### config.mk
export PLATFORM = sky130hd
export DESIGN_NAME = ddp_pixel_packetizer
export DESIGN_NICKNAME = d
export VERILOG_FILES = /design/src/hdl/ddp_pkt_pkg.sv /design/src/hdl/ddp_pixel_packetizer.sv /design/src/hdl/ddp_pkt_cfg.sv /design/src/hdl/ddp_pkt_front.sv /design/src/hdl/ddp_pkt_ser.sv
export SDC_FILE = /design/constraint.sdc
export NUM_CORES = 1
export LEC_CHECK = 0
export BUFFER_PORTS_ARGS = -buffer_cell sky130_fd_sc_hd__buf_2
export CORE_UTILIZATION = 60
export CTS_CLUSTER_SIZE = 10
export DETAILED_ROUTE_END_ITERATION = 7
export MAX_ROUTING_LAYER = met4
export PLACE_DENSITY_LB_ADDON = 0.05
export SLEW_MARGIN = 5
export SYNTH_ARGS = -nofsm -noshare
export SYNTH_HDL_FRONTEND = slang
export SYNTH_SLANG_ARGS = --single-unit
### constraint.sdc
create_clock -name clk -period 8.9 [get_ports clk]
set_input_delay 2.67 -clock clk [delete_from_list [all_inputs] [get_ports clk]]
set_output_delay 2.67 -clock clk [all_outputs]
set_load 0.05 [all_outputs]
### src/hdl/ddp_pkt_pkg.sv
`timescale 1ns / 1ps
// ----------------------------------------------------------------------------
// ddp_pkt_pkg
// Shared constants, types and helpers of the DDP pixel packetizer.
// ----------------------------------------------------------------------------
package ddp_pkt_pkg;

	localparam int MAX_PIXELS_PER_PACKET = 480;
	localparam int MAX_DIMENSION         = 1024;

	localparam int DIM_W  = 11;
	localparam int ORD_W  = 3;
	localparam int IDX_W  = 2;
	localparam int OFF_W  = $clog2(MAX_DIMENSION * MAX_DIMENSION);
	localparam int TOT_W  = $clog2(MAX_DIMENSION * MAX_DIMENSION + 1);
	localparam int FILL_W = $clog2(MAX_PIXELS_PER_PACKET);
	localparam int N_W    = $clog2(MAX_PIXELS_PER_PACKET + 1);
	localparam int SEQ_W  = 4;
	localparam int BIDX_W = 4;

	localparam logic [7:0]       DDP_FLAGS  = 8'h41;
	localparam logic [7:0]       DDP_TYPE   = 8'h01;
	localparam logic [7:0]       DDP_ID     = 8'h01;
	localparam logic [SEQ_W-1:0] SEQ_FIRST  = SEQ_W'(1);
	localparam logic [SEQ_W-1:0] SEQ_LAST   = SEQ_W'(15);

	localparam logic [DIM_W-1:0] DIM_RESET  = DIM_W'(64);
	localparam logic [DIM_W-1:0] DIM_MAX    = DIM_W'(MAX_DIMENSION);
	localparam logic [DIM_W-1:0] DIM_MIN    = DIM_W'(1);

	// config register indexes
	localparam logic [IDX_W-1:0] REG_COLOR_ORDER  = IDX_W'(0);
	localparam logic [IDX_W-1:0] REG_FRAME_WIDTH  = IDX_W'(1);
	localparam logic [IDX_W-1:0] REG_FRAME_HEIGHT = IDX_W'(2);

	// color order codes
	localparam logic [ORD_W-1:0] ORD_RGB = ORD_W'(0);
	localparam logic [ORD_W-1:0] ORD_GRB = ORD_W'(1);
	localparam logic [ORD_W-1:0] ORD_BGR = ORD_W'(2);
	localparam logic [ORD_W-1:0] ORD_RBG = ORD_W'(3);
	localparam logic [ORD_W-1:0] ORD_GBR = ORD_W'(4);
	localparam logic [ORD_W-1:0] ORD_BRG = ORD_W'(5);

	// byte positions within one pixel's output
	localparam logic [BIDX_W-1:0] B_FLAGS = BIDX_W'(0);
	localparam logic [BIDX_W-1:0] B_SEQ   = BIDX_W'(1);
	localparam logic [BIDX_W-1:0] B_TYPE  = BIDX_W'(2);
	localparam logic [BIDX_W-1:0] B_ID    = BIDX_W'(3);
	localparam logic [BIDX_W-1:0] B_OFF3  = BIDX_W'(4);
	localparam logic [BIDX_W-1:0] B_OFF2  = BIDX_W'(5);
	localparam logic [BIDX_W-1:0] B_OFF1  = BIDX_W'(6);
	localparam logic [BIDX_W-1:0] B_OFF0  = BIDX_W'(7);
	localparam logic [BIDX_W-1:0] B_LEN1  = BIDX_W'(8);
	localparam logic [BIDX_W-1:0] B_LEN0  = BIDX_W'(9);
	localparam logic [BIDX_W-1:0] B_C0    = BIDX_W'(10);
	localparam logic [BIDX_W-1:0] B_C1    = BIDX_W'(11);
	localparam logic [BIDX_W-1:0] B_C2    = BIDX_W'(12);

	typedef struct packed {
		logic             hdr;
		logic [SEQ_W-1:0] seq;
		logic [31:0]      boff;
		logic [15:0]      len;
		logic [7:0]       c0;
		logic [7:0]       c1;
		logic [7:0]       c2;
		logic             pkt_end;
		logic             frm_end;
	} pixel_desc_t;

	typedef struct packed {
		logic [ORD_W-1:0] color_order;
		logic [TOT_W-1:0] total;
		logic             hold;
	} cfg_state_t;

	function automatic logic [DIM_W-1:0] clamp_dim(input logic [DIM_W-1:0] v);
		logic [DIM_W-1:0] r;
		r = v;
		if (v < DIM_MIN)
			r = DIM_MIN;
		else if (v > DIM_MAX)
			r = DIM_MAX;
		return r;
	endfunction

endpackage

### src/hdl/ddp_pixel_packetizer.sv
`timescale 1ns / 1ps
// ----------------------------------------------------------------------------
// ddp_pixel_packetizer
// Turns a stream of 24-bit RGB pixels into a DDP byte stream.
// ----------------------------------------------------------------------------
// The block puts out one byte per clock, unless byte_stall holds the output,
// through a single registered byte port, so a pixel is 3 bytes, or 13 bytes
// when it opens a packet and carries the 10-byte header. The next pixel is
// taken in the cycle its predecessor's last byte enters the output register,
// so a steady stream runs with no gaps. A configuration write holds off pixel
// requests for one cycle while the frame size register settles.
module ddp_pixel_packetizer
	import ddp_pkt_pkg::*;
(
	input  logic             clk,
	input  logic             arst_n,
	input  logic             cfg_valid,
	output logic             cfg_ready,
	input  logic [IDX_W-1:0] cfg_index,
	input  logic [DIM_W-1:0] cfg_data,
	input  logic             pixel_valid,
	output logic             pixel_stall,
	input  logic [23:0]      pixel_rgb,
	output logic             byte_valid,
	input  logic             byte_stall,
	output logic [7:0]       out_byte,
	output logic             run_last,
	output logic             packet_last,
	output logic             frame_last
);

	cfg_state_t  cfg;
	pixel_desc_t desc;
	logic        free;
	logic        accept;

	assign cfg_ready   = 1'b1;
	assign pixel_stall = cfg.hold || !free;
	assign accept      = pixel_valid && !pixel_stall;

	ddp_pkt_cfg u_cfg (
		.clk       (clk),
		.arst_n    (arst_n),
		.cfg_valid (cfg_valid),
		.cfg_ready (cfg_ready),
		.cfg_index (cfg_index),
		.cfg_data  (cfg_data),
		.cfg       (cfg)
	);

	ddp_pkt_front u_front (
		.clk       (clk),
		.arst_n    (arst_n),
		.accept    (accept),
		.pixel_rgb (pixel_rgb),
		.cfg       (cfg),
		.desc      (desc)
	);

	ddp_pkt_ser u_ser (
		.clk         (clk),
		.arst_n      (arst_n),
		.load        (accept),
		.desc        (desc),
		.free        (free),
		.byte_valid  (byte_valid),
		.byte_stall  (byte_stall),
		.out_byte    (out_byte),
		.run_last    (run_last),
		.packet_last (packet_last),
		.frame_last  (frame_last)
	);

endmodule

### src/hdl/ddp_pkt_cfg.sv
`timescale 1ns / 1ps
// ----------------------------------------------------------------------------
// ddp_pkt_cfg
// Configuration registers and registered frame size.
// ----------------------------------------------------------------------------
module ddp_pkt_cfg
	import ddp_pkt_pkg::*;
(
	input  logic             clk,
	input  logic             arst_n,
	input  logic             cfg_valid,
	input  logic             cfg_ready,
	input  logic [IDX_W-1:0] cfg_index,
	input  logic [DIM_W-1:0] cfg_data,
	output cfg_state_t       cfg
);

	logic [ORD_W-1:0] order_q;
	logic [DIM_W-1:0] width_q;
	logic [DIM_W-1:0] height_q;
	logic [TOT_W-1:0] total_q;
	logic             hold_q;
	logic             wr;
	logic [2*DIM_W-1:0] prod;

	assign wr   = cfg_valid && cfg_ready;
	assign prod = clamp_dim(width_q) * clamp_dim(height_q);

	always_ff @(posedge clk or negedge arst_n) begin
		if (!arst_n) begin
			order_q  <= ORD_RGB;
			width_q  <= DIM_RESET;
			height_q <= DIM_RESET;
			total_q  <= TOT_W'(DIM_RESET) * TOT_W'(DIM_RESET);
			hold_q   <= 1'b0;
		end else begin
			hold_q  <= wr;
			total_q <= prod[TOT_W-1:0];
			if (wr) begin
				case (cfg_index)
					REG_COLOR_ORDER:  order_q  <= cfg_data[ORD_W-1:0];
					REG_FRAME_WIDTH:  width_q  <= cfg_data;
					REG_FRAME_HEIGHT: height_q <= cfg_data;
					default: ;
				endcase
			end
		end
	end

	// new frame size passes through width_q/height_q and then total_q after a write
	assign cfg.color_order = order_q;
	assign cfg.total       = total_q;
	assign cfg.hold        = hold_q;

endmodule

### src/hdl/ddp_pkt_front.sv
`timescale 1ns / 1ps
// ----------------------------------------------------------------------------
// ddp_pkt_front
// Frame and packet position tracking; builds the descriptor of one pixel.
// ----------------------------------------------------------------------------
module ddp_pkt_front
	import ddp_pkt_pkg::*;
(
	input  logic        clk,
	input  logic        arst_n,
	input  logic        accept,
	input  logic [23:0] pixel_rgb,
	input  cfg_state_t  cfg,
	output pixel_desc_t desc
);

	logic [OFF_W-1:0]  offset_q;
	logic [FILL_W-1:0] fill_q;
	logic [SEQ_W-1:0]  seq_q;

	logic              wrap;
	logic [OFF_W-1:0]  off_eff;
	logic [FILL_W-1:0] fill_eff;
	logic [TOT_W-1:0]  left;
	logic [N_W-1:0]    n;
	logic              frm_end;
	logic              pkt_end;
	logic [7:0]        r, g, b;

	assign wrap     = {1'b0, offset_q} >= cfg.total;
	assign off_eff  = wrap ? '0 : offset_q;
	assign fill_eff = wrap ? '0 : fill_q;
	assign left     = cfg.total - TOT_W'(off_eff);
	assign n        = (left < TOT_W'(MAX_PIXELS_PER_PACKET)) ? left[N_W-1:0]
	                                                         : N_W'(MAX_PIXELS_PER_PACKET);
	assign frm_end  = left == TOT_W'(1);
	assign pkt_end  = frm_end || ((N_W'(fill_eff) + N_W'(1)) >= N_W'(MAX_PIXELS_PER_PACKET));

	assign r = pixel_rgb[23:16];
	assign g = pixel_rgb[15:8];
	assign b = pixel_rgb[7:0];

	always_comb begin
		desc.hdr     = fill_eff == '0;
		desc.seq     = seq_q;
		desc.boff    = {31'(off_eff), 1'b0} + 32'(off_eff);
		desc.len     = {15'(n), 1'b0} + 16'(n);
		desc.pkt_end = pkt_end;
		desc.frm_end = frm_end;
		case (cfg.color_order)
			ORD_GRB: begin desc.c0 = g; desc.c1 = r; desc.c2 = b; end
			ORD_BGR: begin desc.c0 = b; desc.c1 = g; desc.c2 = r; end
			ORD_RBG: begin desc.c0 = r; desc.c1 = b; desc.c2 = g; end
			ORD_GBR: begin desc.c0 = g; desc.c1 = b; desc.c2 = r; end
			ORD_BRG: begin desc.c0 = b; desc.c1 = r; desc.c2 = g; end
			default: begin desc.c0 = r; desc.c1 = g; desc.c2 = b; end
		endcase
	end

	always_ff @(posedge clk or negedge arst_n) begin
		if (!arst_n) begin
			offset_q <= '0;
			fill_q   <= '0;
			seq_q    <= SEQ_FIRST;
		end else if (accept) begin
			if (frm_end) begin
				offset_q <= '0;
				fill_q   <= '0;
				seq_q    <= (seq_q == SEQ_LAST) ? SEQ_FIRST : seq_q + SEQ_W'(1);
			end else begin
				offset_q <= off_eff + OFF_W'(1);
				fill_q   <= pkt_end ? '0 : fill_eff + FILL_W'(1);
			end
		end
	end

endmodule

### src/hdl/ddp_pkt_ser.sv
`timescale 1ns / 1ps
// ----------------------------------------------------------------------------
// ddp_pkt_ser
// Holds one pixel descriptor and sends its bytes through the output register.
// ----------------------------------------------------------------------------
module ddp_pkt_ser
	import ddp_pkt_pkg::*;
(
	input  logic        clk,
	input  logic        arst_n,
	input  logic        load,
	input  pixel_desc_t desc,
	output logic        free,
	output logic        byte_valid,
	input  logic        byte_stall,
	output logic [7:0]  out_byte,
	output logic        run_last,
	output logic        packet_last,
	output logic        frame_last
);

	pixel_desc_t       desc_s1;
	logic              desc_valid_q;
	logic [BIDX_W-1:0] idx_q;
	logic              out_valid_q;
	logic [7:0]        byte_q;
	logic              run_last_q;
	logic              packet_last_q;
	logic              frame_last_q;

	logic              advance;
	logic              last_byte;
	logic [7:0]        sel;

	assign advance   = desc_valid_q && (!out_valid_q || !byte_stall);
	assign last_byte = idx_q == B_C2;
	assign free      = !desc_valid_q || (advance && last_byte);

	always_comb begin
		case (idx_q)
			B_FLAGS: sel = DDP_FLAGS;
			B_SEQ:   sel = 8'(desc_s1.seq);
			B_TYPE:  sel = DDP_TYPE;
			B_ID:    sel = DDP_ID;
			B_OFF3:  sel = desc_s1.boff[31:24];
			B_OFF2:  sel = desc_s1.boff[23:16];
			B_OFF1:  sel = desc_s1.boff[15:8];
			B_OFF0:  sel = desc_s1.boff[7:0];
			B_LEN1:  sel = desc_s1.len[15:8];
			B_LEN0:  sel = desc_s1.len[7:0];
			B_C0:    sel = desc_s1.c0;
			B_C1:    sel = desc_s1.c1;
			default: sel = desc_s1.c2;
		endcase
	end

	always_ff @(posedge clk) begin
		if (load)
			desc_s1 <= desc;
		if (advance) begin
			byte_q        <= sel;
			run_last_q    <= last_byte;
			packet_last_q <= last_byte && desc_s1.pkt_end;
			frame_last_q  <= last_byte && desc_s1.frm_end;
		end
	end

	always_ff @(posedge clk or negedge arst_n) begin
		if (!arst_n) begin
			desc_valid_q <= 1'b0;
			idx_q        <= B_FLAGS;
			out_valid_q  <= 1'b0;
		end else begin
			if (load) begin
				desc_valid_q <= 1'b1;
				idx_q        <= desc.hdr ? B_FLAGS : B_C0;
			end else if (advance && last_byte) begin
				desc_valid_q <= 1'b0;
			end else if (advance) begin
				idx_q <= idx_q + BIDX_W'(1);
			end
			if (advance)
				out_valid_q <= 1'b1;
			else if (!byte_stall)
				out_valid_q <= 1'b0;
		end
	end

	assign byte_valid  = out_valid_q;
	assign out_byte    = byte_q;
	assign run_last    = run_last_q;
	assign packet_last = packet_last_q;
	assign frame_last  = frame_last_q;

endmodule
* After elaboration in Yosys (flattened, before gate mapping)
Cells that the tools add are included.
** Word-level totals
- Logic and storage cells :: 107
- Output and inout bits :: 14
- Input bits :: 42
- Register bits :: 175
** Operators by class
- Eq/ne operators :: 23
- Magnitude comparators :: 7
- Mux-type cells :: 21
- Multipliers :: 1
- Add/sub/neg operators :: 7
- Reductions and logical operators :: 25
** Operators by type and width (count)
- case mux 24 bit (5 select lines) :: 1
- case mux 8 bit (11 select lines) :: 1
- 2-to-1 mux 11 bit :: 4
- 2-to-1 mux 20 bit :: 2
- 2-to-1 mux 9 bit :: 4
- equality test 4 bit, second input constant :: 6
- adder 21 x 20 -> 22 bit :: 1
- > comparator 11 bit, second input constant :: 2
- less-than comparator 11 x 1 -> 1 bit, second input constant :: 2
- equality test 21 x 1 -> 1 bit, second input constant :: 1
- >= comparator 20 x 21 -> 1 bit :: 1
- less-than comparator 21 x 9 -> 1 bit, second input constant :: 1
- multiplier 11 x 11 -> 21 bit :: 1
- subtractor 21 x 20 -> 21 bit :: 1
- adder 20 x 1 -> 20 bit, second input constant :: 1
- 2-to-1 mux 4 bit :: 5
- equality test 4 x 3 -> 1 bit, second input constant :: 4
- adder 10 x 9 -> 11 bit :: 1
- AND reduction 2 bit :: 5
- adder 9 x 1 -> 9 bit, second input constant :: 1
- >= comparator 9 bit, second input constant :: 1
- logical NOT 9 bit :: 1
- adder 4 x 1 -> 4 bit, second input constant :: 2
- equality test 4 x 2 -> 1 bit, second input constant :: 2
- 16 further kinds :: 33

* Depth between registers and ports, before layout
Gate-level depths: netlist (run 1).
- Depth after elaboration :: 11
- Depth in mapped cells :: 33
- Depth with buffers taken out :: 30

* By module
A second synthesis (run 1) with hierarchy kept.
** Unflattened totals
- Cells, all modules :: 1641
- Area, all modules :: 15348.5 µm²
** By module, submodules not included
- ddp_pkt_front :: sequential area each 827.0 µm², times used 1, cells each 819, area an instance 6073.3 µm²
- ddp_pkt_cfg :: sequential area each 1179.9 µm², times used 1, cells each 606, area an instance 5607.9 µm²
- ddp_pkt_ser :: sequential area each 2822.7 µm², times used 1, cells each 212, area an instance 3641.0 µm²
- ddp_pixel_packetizer :: sequential area each 0.0 µm², times used 1, cells each 4, area an instance 26.3 µm²

* Worst setup path after synthesis (run 1)
No wires, ideal clock.
- Path type :: flip-flop to flip-flop
- From :: reg u_front.offset_q[14]
- To :: reg u_ser.desc_s1[36] (netlist name), data pin
- Clock period less this slack :: 7.037 ns
- Cell stages (with the launch flop) :: 31
- Slack :: 1.863 ns
- Setup time :: 0.271 ns
- Buffers on the path :: 4
- Arrival :: 6.766 ns
- Data required time :: 8.629 ns
- Path through :: dfrtp_1 ha_1 a21o_1 a21o_1 or4_1 a21oi_1 o22a_1 clkbuf_1 clkbuf_1 buf_1 nand2_1 ha_1 buf_6 and2_4 or4_1 o21ai_1 nand2_1 xor2_1 or4_1 nor4b_1 nand4bb_1 nor2_1 ha_1 a21oi_1 nor2_1 o21ai_0 o31ai_1 o21ai_0 nor4_1 a2111oi_0 nor3_1
** RTL lines
- start, declared :: RTL line ddp_pkt_front.sv:17 : logic [OFF_W-1:0] offset_q;
- start signal, assigned :: RTL line ddp_pkt_front.sv:71 : offset_q <= off_eff + OFF_W'(1);
- end signal, assigned :: RTL line ddp_pkt_ser.sv:59 : desc_s1 <= desc;
- end, declared :: RTL line ddp_pkt_ser.sv:22 : pixel_desc_t desc_s1;

==> results_dict.tcl, run 1 <==
set metrics [dict create \
    outcome "completed" \
    synth_cell_types 76 \
    drt-total-wl_um 35960 \
    maxCapViolations 0 \
    num_antenna_cells 0 \
    clock_sinks 160 \
    final-instance-count-excl-fill 1920 \
    synth_top_cell_area_share_pct 15.59 \
    clockBufferDepth 2 \
    nNetsFinal 1844 \
    cp.required_ns 9.08 \
    synth-main-ff-cell "dfrtp_1" \
    crit_type "flip-flop to flip-flop" \
    insertion_delay_ns 0.44 \
    cts_htree_levels 4 \
    slew_violations 0 \
    slew_headroom_pct 25.19 \
    grt_pass1_wl_um 56810 \
    vdd_drop_max_mv 0.2069 \
    firstDrtPassIters 5 \
    synthArstFlopShare_pct 53.75 \
    synth_seq_cells 160 \
    p_leak_nw 6.946 \
    power_density_nw_per_um2 412.4 \
    design_area_um2 15330 \
    clock-root-buffer "clkbuf_16" \
    synth_common_cells "nand2_1 (193), inv_1 (154), nor2_1 (136), ha_1 (132), a21oi_1 (84)" \
    route.detailed.drc 0 \
    vias 11528 \
    synth.avg_cell_area_um2 9.064 \
    fmax_mhz 128.2 \
    min_path_type "flip-flop to flip-flop" \
    end_kind "flip-flop" \
    initial_core_util_pct 60.92 \
    antenna_found_initial 0 \
    setup_viol 0 \
    area_growth_pct 7.503 \
    cp.arrival_ns 7.98 \
    placed_area_um2 14730 \
    synth_top_cell_by_area "edfxtp_1" \
    period_needed_ns 7.799 \
    via_per_inst 6.004 \
    yosysMostFrequentCell "nand2_1" \
    hold_ws_ns 0.5153 \
    syn_inst 1573 \
    cts_hold_buffers 0 \
    drive_gt1_share_pct 8.932 \
    start_kind "flip-flop" \
    grt_pass1_vias 11071 \
    first_iter_violations 720 \
    cts_tree "built" \
    clk_pin_slew_ns 0.07 \
    period_share_pct 87.63 \
    tns_ns 0 \
    yosys_warnings 0 \
    synth_area_leaders "edfxtp_1 (16%), dfrtp_1 (14%), ha_1 (12%), fa_1 (12%), nand2_1 (5.1%)" \
    ctsResizeCount 0 \
    hold_violations 0 \
    wl_per_cell_um 18.73 \
    grt_max_degree 53 \
    core.rowCount 56 \
    core_um2 23400 \
    seq_area_frac_synth_pct 30.72 \
    cts_buffers 17 \
    pre_cts_ws_ns 1.279 \
    gp_congestion 0.9717 \
    io_pins 56 \
    dp_hpwl_um 27870 \
    num-fill-cells 2011 \
    rsz0062_at_grt "false" \
    grt_use_total_pct 31.21 \
    setup_ws_ns 1.101 \
    place_inst 1888 \
    worst-path-max-fanout 29 \
    drtAntennaViolNets 0 \
    syn_nets 1829 \
    overflow 0 \
    worstMarginPinSlew_ns 1.114 \
    dieArea_um2 24380 \
    die_x_um 156.2 \
    syn-cell-area_um2 14260 \
    place.port_buffers 54 \
    skew_ns 0.01291 \
    cts_setup_buffers 0 \
    synth_edf_count 74 \
    die_h_um 156.2 \
]
cells in the final DEF (no fill, tap or decap), types with 5 or more instances in the layout:
master,netlist,final
a211oi_1,8,8
a21boi_0,6,6
a21o_1,15,15
a21oi_1,84,84
a222oi_1,5,5
a22o_1,6,6
a22oi_1,14,14
a31oi_1,11,11
and2_1,10,10
and3_1,15,15
buf_2,5,53
buf_4,1,9
clkbuf_16,0,18
dfrtp_1,82,82
edfxtp_1,74,74
fa_1,82,82
ha_1,132,132
inv_1,154,153
mux2_2,28,28
mux2i_1,16,16
nand2_1,193,192
nand2b_1,32,32
nand3_1,43,43
nand4_1,17,17
nor2_1,136,136
nor2b_1,32,32
nor3_1,26,26
nor4_1,10,10
o211ai_1,6,6
o21a_1,12,12
o21ai_0,58,58
o21bai_1,7,7
o22ai_1,29,29
o31a_1,10,10
or2_2,7,7
or4_1,7,7
xnor2_1,52,52
xor2_1,22,22
state kept, by name, indices dropped and copies added (netlist names), 8 cells and up:
name              flops
u_front.offset_q     20
u_ser.out_byte        8
u_front.fill_q        9
u_ser.desc_s1        63
u_cfg.height_q       11
u_cfg.width_q        11
u_cfg.total_q        21
through the flow:
step	power, mW	utilization, %
detailed placement	5.498	62.93
floorplan	4.510	-
finish	6.321	65.49
global route	6.875	65.49
CTS	6.289	65.49
global placement	5.438	62.93
power by group:
part | internal, mW | switching (mW)
clock network | 0.414 | 0.338
registers | 1.07 | 0.190
logic | 1.65 | 2.66
path summary, 6_finish.rpt:
kind	slack, ns	startpoint	end	cells past startpoint
max	1.10	u_front.offset_q[14]	u_ser.desc_s1[36]	27
min	0.52	u_ser.desc_valid_q	u_ser.byte_valid	1
max reg2reg	1.10	u_front.offset_q[14]	u_ser.desc_s1[36]	27
min reg2reg	0.52	u_ser.desc_valid_q	u_ser.byte_valid	1
max in group asynchronous	5.64	arst_n	u_cfg.total_q[19]	2
min in group asynchronous	2.17	arst_n	u_cfg.order_q[1]	1
cell type report:
cell class	count	area, um2	share of cell area [%]
multi-input combinational	1192	9034	58.94
sequential	160	4379	28.57
inverter	155	581.8	3.796
clock buffer	19	454.2	2.963
tap	319	399.1	2.604
timing repair buffer	62	332.8	2.171
clock inverter	13	146.4	0.9551
routing by layer:
layer	share of wire [%]	vias up	track usage [%]	routed length (um)
met3	4.1	74	3.722	1471
li1	-	5495	-	-
met2	50	324	52.91	18130
met5	0	-	-	0
met1	43	5635	38.16	15300
met4	2.9	0	11.95	1060
critical path, stage by stage (launching register included):
cell and delay, ns:
dfrtp_1 0.42, ha_1 0.31, a21o_1 0.19, a21o_1 0.19, or4_1 0.46, a21oi_1 0.14, o22a_2 0.55, buf_4 0.40
nand2_1 0.12, ha_1 0.43, nand4_1 0.15, nor4_1 0.33, o21ai_0 0.13, o211ai_1 0.11, xor2_1 0.09, or4_1 0.53
nor4b_1 0.54, nand4bb_1 0.34, nor2_1 0.34, ha_1 0.29, a21oi_1 0.24, nor2_1 0.08, o21ai_0 0.17, o31ai_1 0.09
o21ai_0 0.19, nor4_1 0.12, a2111oi_0 0.48, nor3_1 0.10
cells by family after synthesis:
family	synth area share (%)
and+or+nand+nor	18.37
AOI/OAI and AO/OA	13.91
buffers and inverters	6.002
adders and majority gates	23.10
DFF	30.72
xor gates and xnor gates	4.546
muxes	3.335
other	0.02630
No activity file was read; power rests on OpenSTA's default activity.
==> run 2: changes to the inputs <==
--- a/config.mk
+++ b/config.mk
@@ -5,10 +5,10 @@
 export SDC_FILE = /design/constraint.sdc
 export NUM_CORES = 1
 export LEC_CHECK = 0
-export BUFFER_PORTS_ARGS = -buffer_cell sky130_fd_sc_hd__buf_2
 export CORE_UTILIZATION = 60
 export CTS_CLUSTER_SIZE = 10
 export DETAILED_ROUTE_END_ITERATION = 7
+export DONT_BUFFER_PORTS = 1
 export MAX_ROUTING_LAYER = met4
 export PLACE_DENSITY_LB_ADDON = 0.05
 export SLEW_MARGIN = 5
==> run 2 against run 1 <==
Net effect: sequential power up 8%; combinational power down 5.1%; power down 2.2%; fmax up 2.9%; setup slack better by 0.22 ns; largest cell class unchanged.
==> results_dict.tcl, run 2 (same netlist as run 1, synthesis figures left out) <==
set metrics [dict create \
    slew_headroom_pct 27.84 \
    drt-total-wl_um 35080 \
    cts_buffers 17 \
    cp.arrival_ns 7.75 \
    cts_htree_levels 4 \
    first_iter_violations 782 \
    clk_pin_slew_ns 0.07 \
    place.port_buffers 0 \
    grt_pass1_wl_um 56520 \
    via_per_inst 6.053 \
    core_um2 23400 \
    fmax_mhz 132.0 \
    die_x_um 156.2 \
    vias 11271 \
    die_h_um 156.2 \
    grt_max_degree 87 \
    cts_setup_buffers 0 \
    ctsResizeCount 0 \
    largest_register "u_ser.desc_s1" \
    final-instance-count-excl-fill 1862 \
    clock-root-buffer "clkbuf_16" \
    end_kind "flip-flop" \
    cts_hold_buffers 0 \
    hold_violations 0 \
    num-fill-cells 1959 \
    num_antenna_cells 0 \
    top_regs "u_ser.desc_s1 x63, u_cfg.total_q x21, u_front.offset_q x20" \
    largest_register_ff_count 63 \
    grt_pass1_vias 10952 \
    crit_type "flip-flop to flip-flop" \
    place_inst 1830 \
    power_density_nw_per_um2 412.0 \
    min_path_type "flip-flop to flip-flop" \
    outcome "completed" \
    antenna_found_initial 1 \
    cp.required_ns 9.07 \
    core.rowCount 56 \
    wl_per_cell_um 18.84 \
    insertion_delay_ns 0.44 \
    grt_use_total_pct 30.73 \
    route.detailed.drc 0 \
    final_common_cell "nand2_1" \
    final_cell_mix "nand2_1 (192), inv_1 (153), nor2_1 (136), ha_1 (132), a21oi_1 (84)" \
    tns_ns 0 \
    period_needed_ns 7.578 \
    clockBufferDepth 2 \
    p_leak_nw 6.698 \
    period_share_pct 85.15 \
    firstDrtPassIters 6 \
    worst-path-max-fanout 35 \
    overflow 0 \
    maxCapViolations 0 \
    drive_gt1_share_pct 5.444 \
    drtAntennaViolNets 0 \
    setup_viol 0 \
    dieArea_um2 24380 \
    skew_ns 0.01465 \
    clock_sinks 160 \
    start_kind "flip-flop" \
    worstMarginPinSlew_ns 1.082 \
    cts_tree "built" \
    rsz0062_at_grt "false" \
    vdd_drop_max_mv 0.2224 \
    dp_hpwl_um 27130 \
    nNetsFinal 1786 \
    slew_violations 0 \
    area_growth_pct 5.257 \
    io_pins 56 \
    initial_core_util_pct 60.92 \
    gp_congestion 0.9604 \
]
run 2: metal layers:
| metal | track usage [%] | share of wire [%] |
|---|---|---|
| met2 | 51.04 | 50 |
| met3 | 3.667 | 4.3 |
| met1 | 38.60 | 43 |
| met4 | 11.34 | 3.5 |
| met5 | - | 0 |
run 2: path summary, 6_finish.rpt:
path	slack [ns]	depth (start not counted)	end	start
hold reg to reg	0.50	2	u_ser.desc_valid_q	u_ser.desc_valid_q
max in group asynchronous	6.74	0	u_cfg.total_q[12]	arst_n
setup reg to reg	1.32	27	u_ser.desc_s1[36]	u_front.offset_q[14]
setup / recovery	1.32	27	u_ser.desc_s1[36]	u_front.offset_q[14]
hold / removal	0.50	2	u_ser.desc_valid_q	u_ser.desc_valid_q
min in group asynchronous	1.93	0	u_cfg.order_q[2]	arst_n
run 2: stage by stage:
step                      total power [mW]  cell area [um2]  setup WS [ns]  utilization (%)  hold WS, ns
after floorplan                      4.510            14260          1.863                -       0.4628
after global placement               5.364            14420          1.597            61.63       0.4838
after detailed placement             5.403            14420          1.389            61.63       0.4882
after CTS                            6.161            15010          1.348            64.13       0.5029
after global routing                 6.763            15010         0.5818            64.13       0.5435
final                                6.183            15010          1.322            64.13       0.5012
run 2: critical path, cell delays in order (launching register included):
cell,delay (ns)
dfrtp_1,0.42
ha_1,0.30
a21o_1,0.19
a21o_1,0.18
or4_1,0.45
a21oi_1,0.15
o22a_2,0.67
buf_4,0.37
nand2_1,0.11
ha_1,0.44
nand4_1,0.16
nor4_1,0.33
o21ai_0,0.13
o211ai_1,0.11
xor2_1,0.08
or4_1,0.53
nor4b_1,0.38
nand4bb_1,0.33
nor2_1,0.33
ha_1,0.28
a21oi_1,0.23
nor2_1,0.08
o21ai_0,0.16
o31ai_1,0.08
o21ai_0,0.16
nor4_1,0.11
a2111oi_0,0.45
nor3_1,0.10
run 2: layout make-up:
class | count | area, um2 | area share [%]
sequential | 160 | 4379 | 29.18
clock inverter | 13 | 150.1 | 1.000
clock buffer | 19 | 432.9 | 2.885
inverter | 155 | 581.8 | 3.877
multi-input combinational | 1192 | 9034 | 60.20
tap | 319 | 399.1 | 2.660
timing repair buffer | 4 | 30.03 | 0.2001
run 2: report_power, final:
| group | total [mW] | internal (mW) | leakage (nW) | switching [mW] |
|---|---|---|---|---|
| sequential | 1.36 | 1.07 | 1.68 | 0.284 |
| combinational | 4.09 | 1.62 | 4.74 | 2.47 |
| clock | 0.731 | 0.398 | 0.279 | 0.333 |
| total | 6.18 | 3.09 | 6.70 | 3.09 |
==> run 3: changes to the inputs <==
--- a/config.mk
+++ b/config.mk
@@ -10,7 +10,7 @@
 export DETAILED_ROUTE_END_ITERATION = 7
 export DONT_BUFFER_PORTS = 1
 export MAX_ROUTING_LAYER = met4
-export PLACE_DENSITY_LB_ADDON = 0.05
+export PLACE_DENSITY = 0.84
 export SLEW_MARGIN = 5
 export SYNTH_ARGS = -nofsm -noshare
 export SYNTH_HDL_FRONTEND = slang
==> run 3 against run 2 <==
Net effect: largest power group unchanged; non-clock buffer count is 1 higher; first-iteration DRC count grew 26%; setup slack got worse by 0.29 ns; critical path type unchanged; flip-flop and latch count is the same; sequential share of layout area hardly changed; cell count up 0.21%; count of clock-buffer cells in the layout is the same; critical endpoint unchanged.
==> results_dict.tcl, run 3 (same netlist as run 1, synthesis figures left out) <==
set metrics [dict create \
    setup_viol 0 \
    comb_power_share_pct 66.8 \
    grt_max_degree 87 \
    seqPwrFrac_pct 21.8 \
    clkPwrFrac_pct 11.4 \
    io_pins 56 \
    nNetsFinal 1787 \
    vdd_drop_max_mv 0.2476 \
    hold_ws_ns 0.5152 \
    worstMarginPinSlew_ns 1.016 \
    hold_violations 0 \
    cts_tree "built" \
    cp.arrival_ns 8.05 \
    worst-path-max-fanout 28 \
    gp_congestion 0.9643 \
    grt.busiest_layer "met2" \
    p_switching_mw 3.150 \
    via_per_inst 6.151 \
    top_regs "u_ser.desc_s1 x63, u_cfg.total_q x21, u_front.offset_q x20" \
    clock-root-buffer "clkbuf_16" \
    final_common_cell "nand2_1" \
    period_share_pct 88.43 \
    use_met1_pct 36.40 \
    drt-total-wl_um 34490 \
    core_um2 23400 \
    worst_path_largest_cell_delay_ns 0.60 \
    firstDrtPassIters 5 \
    clockBufferDepth 2 \
    dieArea_um2 24380 \
    start_kind "flip-flop" \
    cts_hold_buffers 0 \
    end_kind "flip-flop" \
    cp_slowest_cell "nor4b_1" \
    power_density_nw_per_um2 416.2 \
    path_common_cell "a21oi_1" \
    period_needed_ns 7.870 \
    min_path_type "flip-flop to flip-flop" \
    outcome "completed" \
    die_x_um 156.2 \
    maxCapViolations 0 \
    p_sw_share_pct 50.48 \
    clock_sinks 160 \
    grt_use_total_pct 29.82 \
    die_h_um 156.2 \
    largest_register "u_ser.desc_s1" \
    cts_htree_levels 4 \
    grt.met3_usage_pct 4.889 \
    dp_hpwl_um 26520 \
    p_int_mw 3.090 \
    slew_violations 0 \
    overflow 0 \
    p_leak_nw 6.690 \
    initial_core_util_pct 60.92 \
    ctsResizeCount 0 \
    final_cell_mix "nand2_1 (193), inv_1 (153), nor2_1 (136), ha_1 (132), a21oi_1 (84)" \
    met2_usage_pct 48.51 \
    wl_per_cell_um 18.48 \
    slew_headroom_pct 31.76 \
    cp.required_ns 9.08 \
    crit_type "flip-flop to flip-flop" \
    tns_ns 0 \
    cts_buffers 17 \
    area_growth_pct 5.160 \
    route.detailed.drc 0 \
    rsz0062_at_grt "false" \
    grt_pass1_wl_um 54880 \
    largest_register_ff_count 63 \
    clk_pin_slew_ns 0.07 \
    core.rowCount 56 \
    grt_pass1_vias 10979 \
    vias 11478 \
    first_iter_violations 985 \
    skew_ns 0.01198 \
    place.port_buffers 0 \
    antenna_found_initial 2 \
    drive_gt1_share_pct 5.311 \
    fmax_mhz 127.1 \
    drtAntennaViolNets 0 \
    insertion_delay_ns 0.44 \
    cts_setup_buffers 0 \
]
## run 3: changes by cell type in the layout (fill, tap and decap cells not counted), sizes merged
cell / delta
diode: +3
clkinv: +2
inv: -2
buf: +1
## run 3: critical path, delay by kind of cell (launching register included)
kind | cells | cell delay, ns
buffers and inverters | 1 | 0.06
xor gates and xnor gates | 1 | 0.13
adders and majority gates | 4 | 1.26
DFF | 1 | 0.40
AOI/OAI and AO/OA | 13 | 2.78
and+or+nand+nor | 11 | 2.97
## run 3: power by group through the flow
stage / combinational (mW) / clock (mW) / sequential [mW]
detailed placement: 4.07 / 0 / 1.37
global route: 4.65 / 0.739 / 1.38
floorplan: 3.24 / 0 / 1.27
finish: 4.17 / 0.709 / 1.36
global placement: 3.95 / 0 / 1.36
CTS: 4.12 / 0.711 / 1.36
## run 3: path summary, 6_finish.rpt
kind                                          start                  to  slack (ns)  cells after the start
worst max-delay path            u_front.offset_q[0]   u_ser.desc_s1[36]        1.03                     30
worst min-delay path             u_ser.desc_valid_q  u_ser.desc_valid_q        0.52                      2
worst max register to register  u_front.offset_q[0]   u_ser.desc_s1[36]        1.03                     30
worst min register to register   u_ser.desc_valid_q  u_ser.desc_valid_q        0.52                      2
max in group asynchronous                    arst_n   u_cfg.total_q[12]        6.74                      0
min in group asynchronous                    arst_n   u_cfg.height_q[3]        1.92                      0
## run 3: layout make-up
type                    instances  area, um2
clock buffers                  19      432.9
multi-input cells            1192       9024
well taps                     319      399.1
flip-flops and latches        160       4379
clock inverters                13      131.4
diodes                          3      7.507
inverters                     155      581.8
repair buffers                  5      37.54
fillers                      1855       8409
## run 3: metrics by stage
| stage | cells | util (%) | total power, mW | instance area (um2) | worst slack (ns) |
|---|---|---|---|---|---|
| after global placement | 1831 | 61.62 | 5.308 | 14420 | 1.449 |
| final | 1866 | 64.07 | 6.240 | 14990 | 1.030 |
| after global routing | 1866 | 64.07 | 6.770 | 14990 | 0.5078 |
| after detailed placement | 1831 | 61.62 | 5.440 | 14420 | 1.135 |
| after CTS | 1863 | 64.03 | 6.187 | 14990 | 1.112 |
| after floorplan | 1573 | - | 4.510 | 14260 | 1.863 |
## run 3: metal layers
metal	up-vias	wire, um
met4	0	1412
li1	5357	-
met1	5555	13940
met5	-	0
met3	91	2149
met2	475	16980
